==> src/rgb_to_spectrum_smits_macros.svh <==
// ----------------------------------------------------------------------------
// RGB to spectrum assertion macros
// Shared concurrent assertion forms, clocked on clk, gated by rst_n.
// ----------------------------------------------------------------------------
`ifndef RGB_TO_SPECTRUM_SMITS_MACROS_SVH
`define RGB_TO_SPECTRUM_SMITS_MACROS_SVH

// Same-cycle implication
`define RTS_ASSERT_SAME(label, ante, cons) \
    label: assert property (@(posedge clk) disable iff (!rst_n) (ante) |-> (cons)) \
        else $error("rts: same-cycle check failed");

// Next-cycle implication
`define RTS_ASSERT_NEXT(label, ante, cons) \
    label: assert property (@(posedge clk) disable iff (!rst_n) (ante) |=> (cons)) \
        else $error("rts: next-cycle check failed");

`endif

==> src/rts_pkg.sv <==
// ----------------------------------------------------------------------------
// rts_pkg
// Types, constants and address helpers for the RGB to spectrum converter.
// ----------------------------------------------------------------------------
package rts_pkg;

    localparam int NUM_SAMPLES = 64;

    localparam int IDX_W   = 6;
    localparam int CHAN_W  = 16;
    localparam int BASIS_W = 16;
    localparam int VALUE_W = 24;

    localparam int NUM_COLOR_BASES = 3;
    localparam int WHITE_DEPTH = 2 * NUM_SAMPLES;
    localparam int COLOR_DEPTH = 2 * NUM_COLOR_BASES * NUM_SAMPLES;
    localparam int WHITE_AW = (WHITE_DEPTH > 1) ? $clog2(WHITE_DEPTH) : 1;
    localparam int COLOR_AW = $clog2(COLOR_DEPTH);

    localparam logic [IDX_W-1:0] LAST_IDX = IDX_W'(NUM_SAMPLES - 1);

    // Item modes
    localparam logic MODE_CONVERT = 1'b0;
    localparam logic MODE_LOAD    = 1'b1;

    // Basis codes as carried by basis_select
    localparam logic [2:0] BASIS_WHITE   = 3'd0;
    localparam logic [2:0] BASIS_CYAN    = 3'd1;
    localparam logic [2:0] BASIS_MAGENTA = 3'd2;
    localparam logic [2:0] BASIS_YELLOW  = 3'd3;
    localparam logic [2:0] BASIS_RED     = 3'd4;
    localparam logic [2:0] BASIS_GREEN   = 3'd5;
    localparam logic [2:0] BASIS_BLUE    = 3'd6;

    // Local codes inside the secondary and primary stores
    localparam logic [1:0] SEC_CYAN    = 2'd0;
    localparam logic [1:0] SEC_MAGENTA = 2'd1;
    localparam logic [1:0] SEC_YELLOW  = 2'd2;
    localparam logic [1:0] PRI_RED     = 2'd0;
    localparam logic [1:0] PRI_GREEN   = 2'd1;
    localparam logic [1:0] PRI_BLUE    = 2'd2;

    // Datapath widths
    localparam int PROD_W  = CHAN_W + 1 + BASIS_W;  // unsigned weight x signed basis
    localparam int SUM_W   = PROD_W + 2;
    localparam int SHIFT   = 10;
    localparam int ROUND_W = SUM_W - SHIFT;

    typedef struct packed {
        logic                      mode;
        logic                      spectrum_kind;
        logic [CHAN_W-1:0]         red_in;
        logic [CHAN_W-1:0]         green_in;
        logic [CHAN_W-1:0]         blue_in;
        logic [2:0]                basis_select;
        logic [IDX_W-1:0]          load_index;
        logic signed [BASIS_W-1:0] load_value;
    } rts_item_t;

    typedef struct packed {
        logic [IDX_W-1:0]          sample_index;
        logic signed [VALUE_W-1:0] sample_value;
        logic                      last_sample;
    } rts_result_t;

    // Tag that travels with each sample through the pipeline
    typedef struct packed {
        logic             valid;
        logic [IDX_W-1:0] sample_index;
        logic             last_sample;
    } rts_tag_t;

    typedef struct packed {
        logic [CHAN_W-1:0]         w_white;
        logic [CHAN_W-1:0]         w_sec;
        logic [CHAN_W-1:0]         w_pri;
        logic signed [BASIS_W-1:0] b_white;
        logic signed [BASIS_W-1:0] b_sec;
        logic signed [BASIS_W-1:0] b_pri;
    } rts_operands_t;

    function automatic logic [WHITE_AW-1:0] white_addr(input logic kind,
                                                       input logic [IDX_W-1:0] idx);
        int a;
        a = int'(kind) * NUM_SAMPLES + int'(idx);
        return WHITE_AW'(a);
    endfunction

    function automatic logic [COLOR_AW-1:0] color_addr(input logic kind,
                                                       input logic [1:0] sel,
                                                       input logic [IDX_W-1:0] idx);
        int a;
        a = (int'(kind) * NUM_COLOR_BASES + int'(sel)) * NUM_SAMPLES + int'(idx);
        return COLOR_AW'(a);
    endfunction

endpackage

==> src/rts_datapath.sv <==
// ----------------------------------------------------------------------------
// rts_datapath
// Multiply, sum with rounding, and saturate, ending in the output register.
// ----------------------------------------------------------------------------
module rts_datapath
    import rts_pkg::*;
(
    input  logic          clk,
    input  logic          rst_n,
    input  rts_tag_t      tag,
    input  rts_operands_t ops,
    output logic          advance,
    output logic          result_valid,
    input  logic          result_ready,
    output rts_result_t   result
);

    rts_tag_t                 tag_mul_reg;
    logic signed [PROD_W-1:0] p_white_reg, p_sec_reg, p_pri_reg;
    logic signed [PROD_W-1:0] p_white_next, p_sec_next, p_pri_next;

    rts_tag_t                  tag_sum_reg;
    logic signed [ROUND_W-1:0] rnd_reg;
    logic signed [ROUND_W-1:0] rnd_next;
    logic signed [SUM_W-1:0]   sum;

    rts_result_t out_reg;
    rts_result_t out_next;
    logic        out_valid_reg;

    localparam logic signed [ROUND_W-1:0] SAT_MAX = ROUND_W'((1 << (VALUE_W - 1)) - 1);
    localparam logic signed [ROUND_W-1:0] SAT_MIN = -ROUND_W'(1 << (VALUE_W - 1));

    assign advance = !out_valid_reg || result_ready;

    always_comb
    begin
        p_white_next = PROD_W'($signed({1'b0, ops.w_white})) * PROD_W'(ops.b_white);
        p_sec_next   = PROD_W'($signed({1'b0, ops.w_sec})) * PROD_W'(ops.b_sec);
        p_pri_next   = PROD_W'($signed({1'b0, ops.w_pri})) * PROD_W'(ops.b_pri);
    end

    // round half up to 16 fraction bits: floor((sum + 2^9) / 2^10)
    always_comb
    begin
        sum      = SUM_W'(p_white_reg) + SUM_W'(p_sec_reg) + SUM_W'(p_pri_reg)
                 + SUM_W'(1 << (SHIFT - 1));
        rnd_next = ROUND_W'(sum >>> SHIFT);
    end

    always_comb
    begin
        out_next.sample_index = tag_sum_reg.sample_index;
        out_next.last_sample  = tag_sum_reg.last_sample;
        if (rnd_reg > SAT_MAX)
            out_next.sample_value = VALUE_W'(SAT_MAX);
        else if (rnd_reg < SAT_MIN)
            out_next.sample_value = VALUE_W'(SAT_MIN);
        else
            out_next.sample_value = VALUE_W'(rnd_reg);
    end

    always_ff @(posedge clk or negedge rst_n)
    begin
        if (!rst_n)
        begin
            tag_mul_reg   <= '0;
            tag_sum_reg   <= '0;
            out_valid_reg <= 1'b0;
        end
        else if (advance)
        begin
            tag_mul_reg   <= tag;
            tag_sum_reg   <= tag_mul_reg;
            out_valid_reg <= tag_sum_reg.valid;
        end
    end

    always_ff @(posedge clk)
    begin
        if (advance)
        begin
            p_white_reg <= p_white_next;
            p_sec_reg   <= p_sec_next;
            p_pri_reg   <= p_pri_next;
            rnd_reg     <= rnd_next;
            out_reg     <= out_next;
        end
    end

    assign result_valid = out_valid_reg;
    assign result       = out_reg;

endmodule

==> config.mk <==
export PLATFORM = sky130hd
export DESIGN_NAME = rts_datapath
export DESIGN_NICKNAME = d
export VERILOG_FILES = /design/src/rgb_to_spectrum_smits_macros.svh /design/src/rts_pkg.sv /design/src/rts_datapath.sv
export SDC_FILE = /design/constraint.sdc
export NUM_CORES = 2
export LEC_CHECK = 0
export ABC_AREA = 0
export CAP_MARGIN = 30
export CORE_MARGIN = 8
export CORE_UTILIZATION = 60
export DETAILED_ROUTE_END_ITERATION = 16
export DONT_BUFFER_PORTS = 1
export GPL_ROUTABILITY_DRIVEN = 0
export PLACE_DENSITY = 0.84
export SYNTH_ARGS = -nofsm -noshare
export SYNTH_HDL_FRONTEND = slang
export SYNTH_SLANG_ARGS = --single-unit
==> constraint.sdc <==
create_clock -name clk -period 6.9 [get_ports clk]
set_input_delay 0.69 -clock clk [delete_from_list [all_inputs] [get_ports clk]]
set_output_delay 0.69 -clock clk [all_outputs]
set_load 0.005 [all_outputs]
==> results_dict.tcl <==
set metrics [dict create \
    worst-path-buf-inv 4 \
    grt_util_all_layers_pct 23.8 \
    clock_latency_ps 430 \
    cts_tree "done" \
    slew_viol_final 0 \
    placed_cells 4170 \
    vias_per_cell 5.63 \
    port_buffers 0 \
    grt_pass1_vias 25400 \
    synth_cell_types 69 \
    nNetsFinal 4585 \
    final_cell_mix "inv_1, fa_1, nand2_1" \
    synth-simple-area-share_pct 14.4 \
    cts_buffers 17 \
    worstPathArrival_ps 6250 \
    hpwlAfterDp_um 60700 \
    final_common_cell "inv_1" \
    synth_top_family_by_area "adder cells" \
    ant_nets 0 \
    wirelength_um 74600 \
    pin_count 140 \
    die_w_um 255 \
    drt_iter0_drc 1643 \
    wl_per_cell_um 17.7 \
    finalClockSkew_ps 18.2 \
    die-height_um 255 \
    finalHoldViolCount 0 \
    cp.required_ps 7090 \
    critical-path-slowest-cell "fa_1" \
    stdcell_count 4203 \
    insertedDiodeCount 0 \
    root_buffer "clkbuf_16" \
    syn_to_final_growth_pct 3.31 \
    rsz0062_at_grt "false" \
    fp.coreArea_um2 56300 \
    grt_max_degree 74 \
    hold_class "in -> reg" \
    slew_headroom_pct 39.3 \
    yosys.area.top_type_share_pct 36.0 \
    die_area_um2 64800 \
    worstPathMaxFanout 16 \
    max_freq_mhz 165 \
    max_stage_delay_ps 530 \
    cts_max_level 4 \
    layout-drive-gt1-share_pct 1.97 \
    yosys.area.top_type "fa_1" \
    synth-main-ff-cell "edfxtp_1" \
    period_minus_slack_ps 6070 \
    post-route-drc-count 0 \
    cp-start-kind "primary input" \
    syn_inst 3523 \
    cts_num_sinks 172 \
    drt_first_pass_iters 6 \
    setup_violations 0 \
    async_flop_share_pct 9.88 \
    maxCapViolations 0 \
    synthAdderAreaFrac_pct 51.8 \
    grt_pass1_wl_um 125000 \
    placementRows 87 \
    grt-ovfl-total 0 \
    cp-end-kind "register" \
    synthTopCellsByArea "fa_1, ha_1, edfxtp_1" \
    crit_chain "and2_1 -> fa_1 -> inv_1 -> fa_1 -> inv_1 -> fa_1 -> fa_1 -> fa_1 -> inv_1 -> fa_1 -> inv_1 -> ha_1 -> a21o_1 -> a21o_1 -> a21oi_1 -> o21ai_1 -> a2111oi_4 -> o31ai_2 -> a221o_1 -> a21oi_2 -> xnor2_1" \
    yosys_warnings 0 \
    synth_xor_area_share_pct 2.77 \
    synth_area_per_cell_um2 9.69 \
    clk_pin_slew_ps 70 \
    clockBufferDepth 2 \
    crit_type "in -> reg" \
    fin_tns_setup_ps 0 \
    synth.area.mux_share_pct 0.557 \
    status "complete, no violations" \
    ys_ff_latch 172 \
    crit_top_cell "fa_1" \
    ys_seq_area_share_pct 14.9 \
    start_util_pct 60.7 \
    synth_edf_count 155 \
    netlist_area_um2 34100 \
    synth_compound_area_share_pct 6.10 \
    worst_pin_slew_ps 911 \
    synth_nets 4674 \
    period_share_pct 87.9 \
    cp_top_family "adder cells" \
    antenna_found_initial 0 \
    via_count 23600 \
]
-- per-layer routing --
layer	vias to the layer above	routed length [µm]	global-route usage, %
met4	0	2910	8.51
met2	929	36300	40.6
li1	10700	-	-
met1	11800	29800	30.6
met5	-	0	0
met3	223	5540	4.03
-- synth_stat cells (5+ instances only) --
cell / n
nand2b_1: 35
mux2_2: 16
fa_1: 614
xor2_1: 31
nor2_1: 97
nand2_1: 443
clkbuf_1: 109
o21ai_1: 20
and3_1: 13
nor3_1: 6
o21a_1: 9
o211ai_1: 5
a21oi_1: 85
nand3_1: 12
o21bai_1: 12
o31ai_1: 5
ha_1: 430
a31oi_1: 15
inv_1: 750
nor2b_1: 9
a211oi_1: 9
a21o_1: 62
o21ai_0: 48
dfrtp_1: 17
nand4_1: 13
edfxtp_1: 155
and2_1: 356
xnor2_1: 77
-- what timing repair did --
item	4_1_cts	5_1_grt
hold buffers	1	0
endpoints found under the hold margin	17	0
buffers inserted	0	0
resized for setup	0	0
-- cells by family (layout without fill, tap and decap cells) --
kind of cell,Yosys count,in the layout
buffers and inverters,867,791
adders and majority gates,1044,1044
xor gates and xnor gates,108,108
DFF,172,172
muxes,17,17
AOI/OAI and AO/OA,314,314
and+or+nand+nor,1001,1001
-- worst paths after layout --
path                              start  cells after the start             end  slack [ps]
setup reg to reg           p_pri_reg[8]                     12     rnd_reg[18]        3120
max in group asynchronous         rst_n                      1  tag_mul_reg[6]        5650
hold reg to reg            out_next[25]                      0      result[25]         450
min in group asynchronous         rst_n                      1    out_next[29]         780
setup / recovery                 ops[4]                     21   p_pri_reg[31]         830
hold / removal                   tag[5]                      1  tag_mul_reg[5]         420
-- per-stage QoR --
step	instance area [µm²]	hold slack, ps	util, %	setup slack (ps)
after detailed placement	34700	395	61.7	370
after CTS	35300	403	62.7	845
after global routing	35300	398	62.7	582
after global placement	34700	395	61.7	543
after floorplan	34100	394	-	478
final	35300	416	62.7	831
-- cell type report --
| cell class | instances | area (µm²) |
|---|---|---|
| Clock inverter | 12 | 101 |
| Multi-Input combinational cell | 2484 | 25800 |
| Clock buffer | 20 | 457 |
| Fill cell | 4366 | 21000 |
| Sequential cell | 172 | 5080 |
| Inverter | 752 | 2820 |
| Timing Repair Buffer | 7 | 55.1 |
| Tap cell | 756 | 946 |
Power is left out: the tool's default activity adds up to more than one toggle a clock period on the data nets, which glitch-free logic cannot reach.
